<file path="src/hdl/clse_pkg.sv">
// ----------------------------------------------------------------------------
// clse_pkg
// shared types, constants and codes of the character display shadow text engine
// ----------------------------------------------------------------------------
`default_nettype none

package clse_pkg;

   localparam int CHARS_PER_LINE = 20;
   localparam int TEXT_SIZE      = 2 * CHARS_PER_LINE;
   localparam int ADDR_W         = $clog2(TEXT_SIZE);
   localparam int COL_W          = 6;
   localparam int CSR_IDX_W      = 1;
   localparam int CSR_DATA_W     = 1;

   localparam logic [7:0] CTRL_CMD   = 8'h00;
   localparam logic [7:0] CTRL_DATA  = 8'h40;
   localparam logic [7:0] ROW1_BASE  = 8'h40;
   localparam logic [7:0] CMD_CURSOR = 8'h80;
   localparam logic [7:0] SPACE_CHAR = 8'h20;
   localparam logic [7:0] NEWLINE    = 8'h0A;
   localparam logic [7:0] PRINT_LO   = 8'h20;
   localparam logic [7:0] PRINT_HI   = 8'h7E;

   localparam logic [2:0] KIND_CHAR   = 3'd0;
   localparam logic [2:0] KIND_POS    = 3'd1;
   localparam logic [2:0] KIND_CLEAR  = 3'd2;
   localparam logic [2:0] KIND_UPDATE = 3'd3;
   localparam logic [2:0] KIND_BUS    = 3'd4;

   localparam logic [CSR_IDX_W-1:0] REG_DOUBLE_HEIGHT = 1'b0;
   localparam logic [CSR_IDX_W-1:0] REG_AUTO_UPDATE   = 1'b1;

   localparam logic [2:0] OP_NONE  = 3'd0;
   localparam logic [2:0] OP_PUT   = 3'd1;
   localparam logic [2:0] OP_NL    = 3'd2;
   localparam logic [2:0] OP_CLEAR = 3'd3;
   localparam logic [2:0] OP_POS   = 3'd4;
   localparam logic [2:0] OP_BUS   = 3'd5;

   localparam logic [2:0] EM_CTRL_CMD  = 3'd0;
   localparam logic [2:0] EM_CUR_LINE  = 3'd1;
   localparam logic [2:0] EM_CTRL_DATA = 3'd2;
   localparam logic [2:0] EM_CHAR      = 3'd3;
   localparam logic [2:0] EM_CUR_POS   = 3'd4;

   typedef struct packed {
      logic [2:0] kind;
      logic [7:0] char_code;
      logic       end_of_text;
      logic [1:0] row_sel;
      logic [5:0] col_sel;
      logic       bus_failed;
   } req_type;

   typedef struct packed {
      logic [7:0] tx_byte;
      logic       end_of_transfer;
      logic       last;
   } rsp_type;

   typedef struct packed {
      logic [2:0] op;
      logic       fill_wr;
      logic       upd_begin;
      logic       line_next;
      logic       idx_clr;
      logic       idx_inc;
      logic       diff_acc;
      logic       shown_wr;
      logic       dirty_set;
      logic       dirty_clr;
      logic       emit;
      logic [2:0] emit_sel;
      logic       emit_eot;
      logic       emit_last;
   } cmd_type;

   typedef struct packed {
      logic fill_end;
      logic idx_end;
      logic line_need;
      logic line_one;
      logic dirty;
      logic bus_err;
      logic auto_update;
   } sts_type;

endpackage

`default_nettype wire

</file>
<file path="src/hdl/clse_ctrl.sv">
// ----------------------------------------------------------------------------
// clse_ctrl
// sequencer for text edits, line fills and display updates
// ----------------------------------------------------------------------------
`default_nettype none

module clse_ctrl (
   input  wire logic             clock,
   input  wire logic             reset,
   input  wire logic             start,
   input  wire clse_pkg::req_type req_data,
   input  wire clse_pkg::sts_type sts,
   output logic                  busy,
   output clse_pkg::cmd_type     cmd
);
   import clse_pkg::*;

   localparam logic [3:0] S_IDLE   = 4'd0;
   localparam logic [3:0] S_FILL   = 4'd1;
   localparam logic [3:0] S_CMP_RD = 4'd2;
   localparam logic [3:0] S_CMP_CK = 4'd3;
   localparam logic [3:0] S_H0     = 4'd4;
   localparam logic [3:0] S_H1     = 4'd5;
   localparam logic [3:0] S_H2     = 4'd6;
   localparam logic [3:0] S_D_RD   = 4'd7;
   localparam logic [3:0] S_D_OUT  = 4'd8;
   localparam logic [3:0] S_C0     = 4'd9;
   localparam logic [3:0] S_C1     = 4'd10;

   logic [3:0] state_ff, state_in;
   logic       upd_after_ff, upd_after_in;
   logic       printable;
   logic       pos_ok;

   assign busy      = (state_ff != S_IDLE);
   assign printable = (req_data.char_code >= PRINT_LO) && (req_data.char_code <= PRINT_HI);
   assign pos_ok    = (req_data.row_sel < 2'd2) &&
                      (req_data.col_sel < COL_W'(CHARS_PER_LINE));

   always_comb begin
      state_in     = state_ff;
      upd_after_in = upd_after_ff;
      cmd          = '0;
      unique case (state_ff)
         S_IDLE: begin
            if (start) begin
               case (req_data.kind)
                  KIND_CHAR: begin
                     if (req_data.char_code == NEWLINE) begin
                        cmd.op       = OP_NL;
                        upd_after_in = req_data.end_of_text & sts.auto_update;
                        state_in     = S_FILL;
                     end else begin
                        if (printable) begin
                           cmd.op = OP_PUT;
                        end
                        if (req_data.end_of_text && sts.auto_update) begin
                           cmd.upd_begin = 1'b1;
                           state_in      = S_CMP_RD;
                        end
                     end
                  end
                  KIND_POS: begin
                     if (pos_ok) begin
                        cmd.op = OP_POS;
                        if (sts.auto_update) begin
                           cmd.upd_begin = 1'b1;
                           state_in      = S_CMP_RD;
                        end
                     end
                  end
                  KIND_CLEAR: begin
                     cmd.op       = OP_CLEAR;
                     upd_after_in = sts.auto_update;
                     state_in     = S_FILL;
                  end
                  KIND_UPDATE: begin
                     cmd.upd_begin = 1'b1;
                     state_in      = S_CMP_RD;
                  end
                  KIND_BUS: begin
                     cmd.op = OP_BUS;
                  end
                  default: begin
                  end
               endcase
            end
         end
         S_FILL: begin
            cmd.fill_wr = 1'b1;
            if (sts.fill_end) begin
               if (upd_after_ff) begin
                  cmd.upd_begin = 1'b1;
                  state_in      = S_CMP_RD;
               end else begin
                  state_in = S_IDLE;
               end
            end
         end
         S_CMP_RD: begin
            state_in = S_CMP_CK;
         end
         S_CMP_CK: begin
            if (!sts.idx_end) begin
               cmd.diff_acc = 1'b1;
               cmd.idx_inc  = 1'b1;
               state_in     = S_CMP_RD;
            end else if (sts.line_need) begin
               cmd.idx_clr = 1'b1;
               state_in    = S_H0;
            end else if (!sts.line_one) begin
               cmd.line_next = 1'b1;
               state_in      = S_CMP_RD;
            end else if (sts.dirty || sts.bus_err) begin
               state_in = S_C0;
            end else begin
               state_in = S_IDLE;
            end
         end
         S_H0: begin
            cmd.emit     = 1'b1;
            cmd.emit_sel = EM_CTRL_CMD;
            state_in     = S_H1;
         end
         S_H1: begin
            cmd.emit     = 1'b1;
            cmd.emit_sel = EM_CUR_LINE;
            cmd.emit_eot = 1'b1;
            state_in     = S_H2;
         end
         S_H2: begin
            cmd.emit     = 1'b1;
            cmd.emit_sel = EM_CTRL_DATA;
            state_in     = S_D_RD;
         end
         S_D_RD: begin
            state_in = S_D_OUT;
         end
         S_D_OUT: begin
            cmd.emit     = 1'b1;
            cmd.emit_sel = EM_CHAR;
            cmd.emit_eot = sts.idx_end;
            cmd.shown_wr = 1'b1;
            if (!sts.idx_end) begin
               cmd.idx_inc = 1'b1;
               state_in    = S_D_RD;
            end else begin
               cmd.dirty_set = 1'b1;
               if (!sts.line_one) begin
                  cmd.line_next = 1'b1;
                  state_in      = S_CMP_RD;
               end else begin
                  state_in = S_C0;
               end
            end
         end
         S_C0: begin
            cmd.emit     = 1'b1;
            cmd.emit_sel = EM_CTRL_CMD;
            state_in     = S_C1;
         end
         S_C1: begin
            cmd.emit      = 1'b1;
            cmd.emit_sel  = EM_CUR_POS;
            cmd.emit_eot  = 1'b1;
            cmd.emit_last = 1'b1;
            cmd.dirty_clr = 1'b1;
            state_in      = S_IDLE;
         end
         default: begin
            state_in = S_IDLE;
         end
      endcase
   end

   always_ff @(posedge clock) begin
      if (reset) begin
         state_ff     <= S_IDLE;
         upd_after_ff <= 1'b0;
      end else begin
         state_ff     <= state_in;
         upd_after_ff <= upd_after_in;
      end
   end

endmodule

`default_nettype wire

</file>
<file path="src/hdl/clse_dpath.sv">
// ----------------------------------------------------------------------------
// clse_dpath
// text images, cursor, config registers and transfer byte output
// ----------------------------------------------------------------------------
`default_nettype none

module clse_dpath (
   input  wire logic                                 clock,
   input  wire logic                                 reset,
   input  wire clse_pkg::req_type                    req_data,
   input  wire clse_pkg::cmd_type                    cmd,
   input  wire logic                                 csr_we,
   input  wire logic [clse_pkg::CSR_IDX_W-1:0]       csr_index,
   input  wire logic [clse_pkg::CSR_DATA_W-1:0]      csr_wdata,
   output clse_pkg::sts_type                         sts,
   output logic                                      rsp_valid,
   output clse_pkg::rsp_type                         rsp_data
);
   import clse_pkg::*;

   logic [7:0]           pend_mem [TEXT_SIZE];
   logic [7:0]           shown_mem [TEXT_SIZE];
   logic [TEXT_SIZE-1:0] pend_vld_ff;
   logic [TEXT_SIZE-1:0] shown_vld_ff;
   logic [7:0]           pend_q_ff;
   logic [7:0]           shown_q_ff;
   logic                 pend_qv_ff;
   logic                 shown_qv_ff;

   logic                 cursor_row_ff;
   logic [COL_W-1:0]     cursor_col_ff;
   logic                 dirty_ff;
   logic                 bus_err_ff;
   logic                 double_height_ff;
   logic                 auto_update_ff;
   logic [ADDR_W-1:0]    fill_addr_ff;
   logic [ADDR_W-1:0]    fill_end_ff;
   logic                 line_ff;
   logic [COL_W-1:0]     idx_ff;
   logic                 diff_ff;
   logic                 rsp_valid_ff;
   rsp_type              rsp_data_ff;

   logic [ADDR_W-1:0]    cur_pos;
   logic [ADDR_W-1:0]    row_last;
   logic [ADDR_W-1:0]    rd_addr;
   logic [COL_W-1:0]     col_inc;
   logic                 wrap;
   logic                 next_row;
   logic                 pend_we;
   logic [ADDR_W-1:0]    pend_wa;
   logic [7:0]           pend_wd;
   logic [7:0]           pend_val;
   logic [7:0]           shown_val;
   logic                 mismatch;
   logic [7:0]           emit_byte;

   assign cur_pos  = cursor_row_ff ? ADDR_W'(CHARS_PER_LINE) + ADDR_W'(cursor_col_ff)
                                   : ADDR_W'(cursor_col_ff);
   assign row_last = cursor_row_ff ? ADDR_W'(TEXT_SIZE - 1) : ADDR_W'(CHARS_PER_LINE - 1);
   assign rd_addr  = line_ff ? ADDR_W'(CHARS_PER_LINE) + ADDR_W'(idx_ff) : ADDR_W'(idx_ff);
   assign col_inc  = cursor_col_ff + COL_W'(1);
   assign wrap     = (col_inc == COL_W'(CHARS_PER_LINE));
   assign next_row = double_height_ff ? cursor_row_ff : ~cursor_row_ff;

   assign pend_we  = cmd.fill_wr || (cmd.op == OP_PUT);
   assign pend_wa  = cmd.fill_wr ? fill_addr_ff : cur_pos;
   assign pend_wd  = cmd.fill_wr ? SPACE_CHAR : req_data.char_code;

   assign pend_val  = pend_qv_ff ? pend_q_ff : 8'h00;
   assign shown_val = shown_qv_ff ? shown_q_ff : 8'h00;
   assign mismatch  = (pend_val != shown_val);

   assign sts.fill_end    = (fill_addr_ff == fill_end_ff);
   assign sts.idx_end     = (idx_ff == COL_W'(CHARS_PER_LINE - 1));
   assign sts.line_need   = diff_ff | mismatch | bus_err_ff;
   assign sts.line_one    = line_ff;
   assign sts.dirty       = dirty_ff;
   assign sts.bus_err     = bus_err_ff;
   assign sts.auto_update = auto_update_ff;

   always_comb begin
      unique case (cmd.emit_sel)
         EM_CTRL_CMD:  emit_byte = CTRL_CMD;
         EM_CUR_LINE:  emit_byte = CMD_CURSOR | (line_ff ? ROW1_BASE : 8'h00);
         EM_CTRL_DATA: emit_byte = CTRL_DATA;
         EM_CHAR:      emit_byte = pend_val;
         EM_CUR_POS:   emit_byte = CMD_CURSOR | (cursor_row_ff ? ROW1_BASE : 8'h00) |
                                   {2'b00, cursor_col_ff};
         default:      emit_byte = CTRL_CMD;
      endcase
   end

   // text images
   always_ff @(posedge clock) begin
      if (pend_we) begin
         pend_mem[pend_wa] <= pend_wd;
      end
      if (cmd.shown_wr) begin
         shown_mem[rd_addr] <= pend_val;
      end
      pend_q_ff  <= pend_mem[rd_addr];
      shown_q_ff <= shown_mem[rd_addr];
   end

   always_ff @(posedge clock) begin
      if (reset) begin
         pend_vld_ff  <= '0;
         shown_vld_ff <= '0;
         pend_qv_ff   <= 1'b0;
         shown_qv_ff  <= 1'b0;
      end else begin
         if (pend_we) begin
            pend_vld_ff[pend_wa] <= 1'b1;
         end
         if (cmd.shown_wr) begin
            shown_vld_ff[rd_addr] <= 1'b1;
         end
         pend_qv_ff  <= pend_vld_ff[rd_addr];
         shown_qv_ff <= shown_vld_ff[rd_addr];
      end
   end

   // cursor, flags and config
   always_ff @(posedge clock) begin
      if (reset) begin
         cursor_row_ff    <= 1'b0;
         cursor_col_ff    <= '0;
         dirty_ff         <= 1'b0;
         bus_err_ff       <= 1'b0;
         double_height_ff <= 1'b0;
         auto_update_ff   <= 1'b0;
         fill_addr_ff     <= '0;
         fill_end_ff      <= '0;
      end else begin
         if (csr_we) begin
            unique case (csr_index)
               REG_DOUBLE_HEIGHT: double_height_ff <= csr_wdata[0];
               REG_AUTO_UPDATE:   auto_update_ff   <= csr_wdata[0];
               default: begin
               end
            endcase
         end
         if (cmd.fill_wr) begin
            fill_addr_ff <= fill_addr_ff + ADDR_W'(1);
         end
         if (cmd.dirty_set) begin
            dirty_ff <= 1'b1;
         end else if (cmd.dirty_clr) begin
            dirty_ff <= 1'b0;
         end
         unique case (cmd.op)
            OP_PUT: begin
               if (wrap) begin
                  cursor_col_ff <= '0;
                  cursor_row_ff <= next_row;
               end else begin
                  cursor_col_ff <= col_inc;
               end
            end
            OP_NL: begin
               fill_addr_ff  <= cur_pos;
               fill_end_ff   <= row_last;
               cursor_col_ff <= '0;
               cursor_row_ff <= next_row;
            end
            OP_CLEAR: begin
               fill_addr_ff  <= '0;
               fill_end_ff   <= ADDR_W'(TEXT_SIZE - 1);
               cursor_col_ff <= '0;
               cursor_row_ff <= 1'b0;
            end
            OP_POS: begin
               cursor_row_ff <= req_data.row_sel[0];
               cursor_col_ff <= req_data.col_sel;
               dirty_ff      <= 1'b1;
            end
            OP_BUS: begin
               bus_err_ff <= req_data.bus_failed;
            end
            default: begin
            end
         endcase
      end
   end

   // update walk
   always_ff @(posedge clock) begin
      if (reset) begin
         line_ff <= 1'b0;
         idx_ff  <= '0;
         diff_ff <= 1'b0;
      end else begin
         if (cmd.upd_begin) begin
            line_ff <= 1'b0;
            idx_ff  <= '0;
            diff_ff <= 1'b0;
         end else if (cmd.line_next) begin
            line_ff <= 1'b1;
            idx_ff  <= '0;
            diff_ff <= 1'b0;
         end else begin
            if (cmd.idx_clr) begin
               idx_ff <= '0;
            end else if (cmd.idx_inc) begin
               idx_ff <= idx_ff + COL_W'(1);
            end
            if (cmd.diff_acc) begin
               diff_ff <= diff_ff | mismatch;
            end
         end
      end
   end

   // result beat register
   always_ff @(posedge clock) begin
      if (reset) begin
         rsp_valid_ff <= 1'b0;
      end else begin
         rsp_valid_ff <= cmd.emit;
      end
      rsp_data_ff.tx_byte         <= emit_byte;
      rsp_data_ff.end_of_transfer <= cmd.emit_eot;
      rsp_data_ff.last            <= cmd.emit_last;
   end

   assign rsp_valid = rsp_valid_ff;
   assign rsp_data  = rsp_data_ff;

endmodule

`default_nettype wire

</file>
<file path="src/hdl/char_lcd_shadow_text_engine_top.sv">
// ----------------------------------------------------------------------------
// char_lcd_shadow_text_engine_top
// two-line character shadow buffer turning text into controller transfer bytes
// ----------------------------------------------------------------------------
//  channel   ports                               handshake
//  request   start, busy, req_data               beat when start & !busy
//  response  rsp_valid, rsp_data                 one-cycle strobe, no stall
//  csr       csr_we, csr_index, csr_wdata        write when csr_we
//
//  bus status beats leave the engine idle, as do character and position beats
//  that start no fill or update; newline fills the rest of the cursor row and
//  clear both rows with spaces; update compares the lines column by column,
//  sends changed lines and the cursor; both text images sit in single-port-read
//  memories; synchronous reset, no clearing pass; response beats cannot be stalled
// ----------------------------------------------------------------------------
`default_nettype none

module char_lcd_shadow_text_engine_top (
   input  wire logic                               clock,
   input  wire logic                               reset,
   input  wire logic                               start,
   output logic                                    busy,
   input  wire clse_pkg::req_type                  req_data,
   output logic                                    rsp_valid,
   output clse_pkg::rsp_type                       rsp_data,
   input  wire logic                               csr_we,
   input  wire logic [clse_pkg::CSR_IDX_W-1:0]     csr_index,
   input  wire logic [clse_pkg::CSR_DATA_W-1:0]    csr_wdata
);
   import clse_pkg::*;

   cmd_type cmd;
   sts_type sts;

   clse_ctrl u_ctrl (
      .clock    (clock),
      .reset    (reset),
      .start    (start),
      .req_data (req_data),
      .sts      (sts),
      .busy     (busy),
      .cmd      (cmd)
   );

   clse_dpath u_dpath (
      .clock     (clock),
      .reset     (reset),
      .req_data  (req_data),
      .cmd       (cmd),
      .csr_we    (csr_we),
      .csr_index (csr_index),
      .csr_wdata (csr_wdata),
      .sts       (sts),
      .rsp_valid (rsp_valid),
      .rsp_data  (rsp_data)
   );

endmodule

`default_nettype wire

</file>
<file path="config.mk">
export PLATFORM = sky130hd
export DESIGN_NAME = char_lcd_shadow_text_engine_top
export DESIGN_NICKNAME = d
export VERILOG_FILES = /design/src/hdl/clse_pkg.sv /design/src/hdl/clse_ctrl.sv /design/src/hdl/clse_dpath.sv /design/src/hdl/char_lcd_shadow_text_engine_top.sv
export SDC_FILE = /design/constraint.sdc
export NUM_CORES = 1
export LEC_CHECK = 0
export BUFFER_PORTS_ARGS = -buffer_cell sky130_fd_sc_hd__buf_2
export CORE_MARGIN = 4
export CORE_UTILIZATION = 55
export DETAILED_ROUTE_END_ITERATION = 16
export HOLD_SLACK_MARGIN = 0.12
export PLACE_DENSITY = 0.75
export SYNTH_ARGS = -nofsm -noshare
export SYNTH_HDL_FRONTEND = slang
export SYNTH_SLANG_ARGS = --single-unit
</file>
<file path="constraint.sdc">
create_clock -name clock -period 8.3 [get_ports clock]
set_input_delay 1.245 -clock clock [delete_from_list [all_inputs] [get_ports clock]]
set_output_delay 1.245 -clock clock [all_outputs]
set_load 0.1 [all_outputs]
</file>
; ---- Yosys cells after proc, flatten, opt, wreduce, memory -nomap -nowiden
; Memories as Yosys holds them, arrays and structs flattened. A register that Yosys moved wholly into a read port is not among the register bits.
; Index checks and enable logic that the tools add are counted.
[totals]
in_bits = 27
ramBits = 640
output_inout_bits = 12
word_cells = 189
reg_bits = 129
n_memories = 2
[mem_list]
columns = memory, words, width, rd, rd_ports_with_merged_regs, write_ports, line
row1 = u_dpath.pend_mem, 40, 8, 1, 1, 1, clse_dpath.sv:21  ; logic [7:0] pend_mem [TEXT_SIZE];
row2 = u_dpath.shown_mem, 40, 8, 1, 1, 1, clse_dpath.sv:22  ; logic [7:0] shown_mem [TEXT_SIZE];
[op_classes]
n_mux = 82
n_eq_ne = 36
bitwise = 8
n_lt_le_gt_ge = 8
n_reduce_logical = 27
add_sub_neg = 5
[op_table]
columns = op, count
row1 = bitwise OR 40 bit, 2
row2 = two-way mux 4 bit, 12
row3 = case mux 4 bit (10 select lines), 1
row4 = two-way mux 6 bit, 6
row5 = two-way mux 1 bit, 32
row6 = case mux 8 bit (4 select lines), 1
row7 = two-way mux 8 bit, 3
row8 = case mux 6 bit (2 select lines), 2
row9 = case mux 4 bit (5 select lines), 1
row10 = "adder 6 x 1 -> 6 bit, second input constant", 3
row11 = "equality test 3 x 2 -> 1 bit, second input constant", 6
row12 = case mux 6 bit (3 select lines), 1
row13 = "equality test 4 x 3 -> 1 bit, second input constant", 4
row14 = case mux 4 bit (4 select lines), 1
row15 = "< comparator 6 x 7 -> 1 bit, second input constant", 2
row16 = two-way mux 7 bit, 2
row17 = "adder 5 x 6 -> 6 bit, first input constant", 2
row18 = binary-select mux 1 bit (select 6 bit), 2
row19 = demux 1 bit (select 6 bit), 2
row20 = "equality test 3 bit, second input constant", 4
row21 = "equality test 4 bit, second input constant", 3
row22 = "equality test 6 x 5 -> 1 bit, second input constant", 2
row23 = "greater-or-equal comparator 6 x 1 -> 1 bit, second input constant", 2
row24 = two-way mux 3 bit, 4
row25 = 37 further kinds, 66

; ---- Longest topological paths before layout
; Gate-level depths: netlist (run 1).
[depth]
ltp_word = 11
mapped_depth = 10
ltp_nobuf = 8

; ---- Hierarchy
; Synthesis (run 1) repeated with hierarchy kept, for this count alone.
[unflattened]
hier_cells = 2273
area_unflattened_um2 = 32001.9
[modules_own_cells]
columns = mod, area_per_inst_um2, seq_area_each_um2, cells_per_inst, instances
row1 = clse_dpath, 31300.0, 21961.1, 2167, 1
row2 = clse_ctrl, 701.9, 100.1, 106, 1

; ---- Worst setup path before layout (run 1)
; No wires, ideal clock.
[synth_path]
kind = input to register
startpoint = in req_data[4] in the netlist's numbering
endpoint = mem u_dpath.pend_mem[16][0], enable pin
t_required_ns = 7.917
setup_slack_ns = 4.766
arrival_ns = 3.151
setup_time_ns = 0.383
cell_stages = 8
path_buffers = 3
cell_sequence = o21ai_0 -> a31oi_1 -> o221ai_2 -> and2_1 -> buf_6 -> clkbuf_1 -> buf_2 -> nor3_1
[synth_via]
elab_chain_len = 10
[synth_rtl]
columns = item, line
row1 = "start, declared", char_lcd_shadow_text_engine_top.sv:23  ; input wire clse_pkg::req_type req_data,
row2 = < comparator 6 x 5 -> 1 bit, clse_ctrl.sv:38  ; (req_data.col_sel < COL_W'(CHARS_PER_LINE));
row3 = logical AND 1 bit, clse_ctrl.sv:37  ; assign pos_ok = (req_data.row_sel < 2'd2) &&
row4 = two-way mux 3 bit, clse_ctrl.sv:64  ; if (pos_ok) begin
row5 = case mux 3 bit (4 select lines), clse_ctrl.sv:47  ; case (req_data.kind)
row6 = two-way mux 3 bit, clse_ctrl.sv:46  ; if (start) begin
row7 = two-way mux 3 bit, clse_ctrl.sv:44  ; unique case (state_ff)
row8 = equality test 3 x 1 -> 1 bit, clse_dpath.sv:66  ; assign pend_we = cmd.fill_wr || (cmd.op == OP_PUT);
row9 = logical OR 1 bit, clse_dpath.sv:66
row10 = two-way mux 1 bit, clse_dpath.sv:96  ; if (pend_we) begin
row11 = two-way mux 1 bit (not written as such), clse_dpath.sv:97  ; pend_mem[pend_wa] <= pend_wd;
row12 = "end, declared", clse_dpath.sv:21
; Every way passes these cells.

; ---- Worst setup path in the final report (run 1)
[layout_path]
startpoint = reg u_ctrl.state_ff[3]
endpoint = mem u_dpath.pend_mem[29][0], enable pin
[layout_via]
elab_chain_len = 6
word_cells_on_any_way = 9
classes_between = eq/ne (2) / mux (5) / reduce/logical (2)
[layout_rtl]
columns = item, line
row1 = "start, declared", clse_ctrl.sv:30  ; logic [3:0] state_ff, state_in;
row2 = "start signal, assigned", clse_ctrl.sv:181  ; state_ff <= state_in;
row3 = zero test 4 bit, clse_ctrl.sv:44
row4 = two-way mux 3 bit, clse_ctrl.sv:44
row5 = equality test 3 x 1 -> 1 bit, clse_dpath.sv:66
row6 = logical OR 1 bit, clse_dpath.sv:66
row7 = two-way mux 1 bit, clse_dpath.sv:96
row8 = two-way mux 1 bit (not written as such), clse_dpath.sv:97
; Several ways; a longest one is shown, not always the timed one.

==> impl_metrics.tcl, run 1 <==
set metrics [dict create \
    status "completed" \
    skew_ps 31.2 \
    finalCriticalPeriod_ps 4030 \
    netlist_top_cells_count "edfxtp_1 (640), nand2_1 (165), dfxtp_1 (142)" \
    synth_cells 2276 \
    grt_antenna_before_repair 1 \
    finalCritPeriodShare_pct 48.6 \
    powerDensity_nw_per_um2 227 \
    rows 88 \
    drc 0 \
    routed_wl_mm 86.9 \
    htreeDepth 3 \
    ir_worst_vdd_mv 0.141 \
    die_h_um 250 \
    synth_top_area_share_pct 59.7 \
    cts_root_buf "clkbuf_16" \
    areaGrowthSynthToFinish_pct 10.6 \
    cts_max_path_buffers 3 \
    core_area_um2 57800 \
    yosys.cell_types.count 86 \
    nNetsFinal 2303 \
    fin_tns_setup_ps 0 \
    worst_setup_path_end_kind "flop" \
    hpwl_mm 51.8 \
    clk_pin_slew_worst_paths_ps 60 \
    path_max_fanout 15 \
    yosysSeqAreaShare_pct 68.5 \
    relSlewSlack_pct 9.09 \
    hold_path_class "flop to flop" \
    via_per_inst 6.78 \
    arrival_ps 4250 \
    layout-drive-gt1-share_pct 14.0 \
    grt_pass1_wl_mm 130 \
    tightest_slew_ps 1350 \
    firstDrtPassIters 7 \
    hold_buffers 0 \
    die-area_um2 62500 \
    setup.worst_path.start_class "flop" \
    ys.warnings.count 0 \
    grt_pass1_vias 20362 \
    synth_nets 2309 \
    netlist_area_um2 32200 \
    ctsResizeCount 0 \
    gp_congestion 0.922 \
    postCtsSetupBuffers 0 \
    overflow 0 \
    grt_usage_pct 27.3 \
    worstSetupPathType "flop to flop" \
    cts-buffers-inserted 77 \
    synth_top_area_cell "edfxtp_1" \
    hold_viol 0 \
    yosysMostFrequentCell "edfxtp_1" \
    io_buffer_count 38 \
    drv_slew 0 \
    fmaxAchievable_mhz 248 \
    insertion_delay_ps 630 \
    start_util_pct 55.7 \
    rsz0062_at_grt "false" \
    cts_tree "done" \
    grt_max_degree 144 \
    synth.area.top_cells "edfxtp_1 (60%), dfxtp_1 (8.8%), mux4_2 (4.1%), mux2i_1 (3.5%), nand2_1 (1.9%)" \
    power_leakage_nw 11.6 \
    drv_cap 0 \
    final_util_pct 61.6 \
    worstPathRequired_ps 8520 \
    async_flop_share_pct 0 \
    wl_per_cell_um 28.0 \
    syn_avg_cell_area_um2 14.1 \
    synth_flop_cell "edfxtp_1" \
    yosys_register_bits 782 \
    finalSetupViolCount 0 \
    die_x_um 250 \
    antenna_left 0 \
    drtIter0Drc 3185 \
    synth_enable_flop_cells 640 \
    io_pins 39 \
    dr_total_vias 21032 \
    clock_sinks 782 \
]
-- final timing paths --
kind | start | to | slack (ps) | depth (start not counted)
setup / recovery | u_ctrl.state_ff[3] | u_dpath.pend_mem[29][0] | 4270 | 6
hold / removal | u_dpath.shown_vld_ff[25] | u_dpath.shown_vld_ff[25] | 460 | 1
hold reg to reg | u_dpath.shown_vld_ff[25] | u_dpath.shown_vld_ff[25] | 460 | 1
setup reg to reg | u_ctrl.state_ff[3] | u_dpath.pend_mem[29][0] | 4270 | 6
-- flip-flops by register name, summed over array words and instances (netlist names), 3 cells and up --
register	count
u_dpath.shown_q_ff	8
u_dpath.rsp_data	10
u_dpath.idx_ff	6
u_dpath.shown_vld_ff	40
u_dpath.shown_mem	320
u_dpath.pend_mem	320
u_dpath.pend_vld_ff	40
u_dpath.pend_q_ff	8
u_ctrl.state_ff	4
u_dpath.cursor_col_ff	6
u_dpath.fill_addr_ff	6
u_dpath.fill_end_ff	3
-- per-layer routing --
layer  wire length (um)  GRT usage, %
met1              33500          38.7
met2              39100          40.7
met3              11100          7.45
met4               3180          10.8
met5                  0             0
-- layout make-up --
class	count	area [um2]
inverters	21	78.8
repair buffers	74	498
clock inverters	35	332
multi-input cells	1314	9360
clock buffers	109	2300
flip-flops and latches	782	22100
diodes	1	2.50
fillers	4168	22200
well taps	765	957
-- layout by cell type, fill, tap and decap left out, types with 58 or more instances in the layout --
cell,count
mux2i_1,112
nand2_1,165
nand3_1,100
o21ai_0,83
edfxtp_1,640
clkbuf_16,83
dfxtp_1,140
nor2_1,127
mux4_2,58
a21oi_1,97
-- kinds of logic after synthesis --
| kind of cell | count (synthesis) | synth area share [%] |
|---|---|---|
| simple gates | 577 | 8.82 |
| buf+inv | 180 | 2.52 |
| compound gates | 510 | 10.7 |
| flops | 782 | 68.5 |
| mux | 196 | 8.45 |
| xor+xnor | 25 | 0.704 |
| fa+ha+maj | 6 | 0.233 |
-- per-stage QoR --
| step | instances | total power, mW | area (um2) | setup slack (ps) | hold WS [ps] |
|---|---|---|---|---|---|
| floorplan | 2276 | 4.48 | 32200 | 4770 | 427 |
| global placement | 2956 | 4.58 | 33000 | 4140 | 442 |
| detailed placement | 2956 | 4.59 | 33000 | 4080 | 444 |
| CTS | 3100 | 8.10 | 35600 | 4390 | 462 |
| global route | 3100 | 8.29 | 35600 | 4060 | 485 |
| finish | 3101 | 8.10 | 35600 | 4270 | 459 |
-- power by group --
part / total, mW / internal, mW / switching (mW)
Combinational: 0.242 / 0.0548 / 0.187
Clock: 3.58 / 2.10 / 1.48
Sequential: 4.27 / 4.25 / 0.0212
-- worst max-delay path, stage by stage (launching register included) --
cell and delay (ps):
dfxtp_1 700, nor2b_1 160, nand2_1 420, nand2_1 140
o21ai_0 1060, nand2_1 190, nor3_1 970
No activity file was read; power rests on OpenSTA's default activity.
==> run 2: changes to the inputs <==
Settings changed: PLACE_DENSITY 0.75 to 0.78.
Clock period 8.3 ns to 3.7 ns, I/O delays scaled along.
==> impl_metrics.tcl, run 2 (synthesis results as in run 1) <==
set metrics [dict create \
    finalCritPeriodShare_pct 89.9 \
    ir_worst_vdd_mv 0.300 \
    finalSetupViolCount 0 \
    firstDrtPassIters 6 \
    p_int_mw 14.2 \
    grt_pass1_vias 20548 \
    hold_depth 3 \
    gp_congestion 0.949 \
    hold_start "req_data[0]" \
    drv_slew 0 \
    core_area_um2 57800 \
    hold_end "u_dpath.bus_err_ff" \
    clk_pin_slew_worst_paths_ps 60 \
    holdWs_ps 222 \
    die-area_um2 62500 \
    pwr-share-seq_pct 53.8 \
    mostFrequentLayoutCells "edfxtp_1 (640), nand2_1 (165), dfxtp_1 (140)" \
    dp.cells 3039 \
    htreeDepth 3 \
    cp_cell_sequence "clkinv_1 -> o21a_1 -> nor2_1 -> nand2_1 -> nor2_1" \
    cts_tree "done" \
    status "completed" \
    arrival_ps 3550 \
    rows 88 \
    setup.worst_path.start_class "flop" \
    grt_antenna_before_repair 0 \
    cts_root_buf "clkbuf_16" \
    relSlewSlack_pct 27.3 \
    io_pins 39 \
    reg_top3 "u_dpath.pend_mem x320, u_dpath.shown_mem x320" \
    reg2regPathDepth 5 \
    rsz0062_at_grt "false" \
    hold_viol 0 \
    insertion_delay_ps 610 \
    grt_usage_pct 26.8 \
    layoutNonFillerInstCount 3172 \
    ctsResizeCount 0 \
    worstSetupPathType "flop to flop" \
    die_h_um 250 \
    drtIter0Drc 2977 \
    dr_total_vias 21356 \
    via_per_inst 6.73 \
    slowest_delay_ps 960 \
    drc 0 \
    io_buffer_count 38 \
    p_sw_share_pct 20.4 \
    tightest_slew_ps 1090 \
    cts-buffers-inserted 73 \
    ff2ff_setup_slack_ps 370 \
    overflow 0 \
    fmaxAchievable_mhz 300 \
    final_common_cell "edfxtp_1" \
    cts_max_path_buffers 3 \
    wl_per_cell_um 27.0 \
    p_switching_mw 3.63 \
    reg2reg_to "u_dpath.shown_mem[30][3]" \
    drv_cap 0 \
    comb_power_share_pct 2.9 \
    grt_pass1_wl_mm 128 \
    antenna_left 0 \
    routed_wl_mm 85.6 \
    areaGrowthSynthToFinish_pct 12.4 \
    crit_path_top_delay_cell "nor2_1" \
    crit_family "simple AND/OR/NAND/NOR gates" \
    fill_cells 4030 \
    path_common_cell "nor2_1" \
    clock_sinks 782 \
    grt_max_degree 86 \
    worst_setup_path_end_kind "flop" \
    postCtsSetupBuffers 0 \
    power_leakage_nw 11.9 \
    powerDensity_nw_per_um2 492 \
    path_max_fanout 13 \
    fin_tns_setup_ps 0 \
    clockPowerShare_pct 43.3 \
    nNetsFinal 2382 \
    skew_ps 17.6 \
    timing.rr.start "u_dpath.line_ff" \
    start_util_pct 55.7 \
    hpwl_mm 52.0 \
    layout-drive-gt1-share_pct 16.0 \
    die_x_um 250 \
    finalCriticalPeriod_ps 3330 \
    hold_buffers 0 \
    path_buf_inv 1 \
    hold_path_class "input pin to flop" \
    worstPathRequired_ps 3920 \
]
run 2: tightest hold or removal path, cell delays in order:
cell and delay, ps:
buf_2 80, mux2i_1 60, nor2_1 90
run 2: worst max path at each step:
stage / startpoint / endpoint / slack [ps] / cells past startpoint
after detailed placement: req_data[4] / u_dpath.pend_mem[20][4] / 330 / 9
after global routing: u_ctrl.state_ff[3] / u_dpath.pend_mem[5][6] / 310 / 7
after floorplan: u_ctrl.state_ff[3] / u_dpath.pend_mem[16][0] / 640 / 9
after CTS: u_ctrl.state_ff[3] / u_dpath.pend_mem[5][2] / 460 / 7
final: u_dpath.line_ff / u_dpath.shown_mem[30][3] / 370 / 5
after global placement: req_data[4] / u_dpath.pend_mem[20][7] / 410 / 9
run 2: metrics by stage:
| stage | total power, mW | utilization (%) | setup WS [ps] | area, um2 |
|---|---|---|---|---|
| after floorplan | 10.0 | - | 639 | 32200 |
| after global placement | 10.2 | 58.3 | 415 | 33700 |
| after detailed placement | 10.3 | 58.3 | 332 | 33700 |
| after CTS | 17.8 | 62.6 | 464 | 36200 |
| after global routing | 18.3 | 62.6 | 311 | 36200 |
| final | 17.8 | 62.6 | 372 | 36200 |
run 2: power groups by stage:
stage	clock, mW	combinational, mW	sequential, mW
floorplan	0	0.305	9.74
global placement	0	0.489	9.76
detailed placement	0	0.501	9.76
CTS	7.77	0.506	9.57
global route	8.17	0.551	9.57
finish	7.71	0.520	9.57
run 2: per-layer routing:
metal  global-route usage (%)  wire, um
met1                     37.9     32800
met2                     40.4     38600
met3                     7.00     10900
met4                     10.4      3330
met5                        0         0
run 2: cell type report:
cell class              count  area (um2)  area share (%)
inverters                  21        78.8           0.218
well taps                 765         957            2.65
clock buffers              99        2070            5.72
clock inverters            33         400            1.11
multi-input cells        1314        9350            25.8
repair buffers            157        1250            3.44
flip-flops and latches    782       22100            61.0
diodes                      1        2.50         0.00692
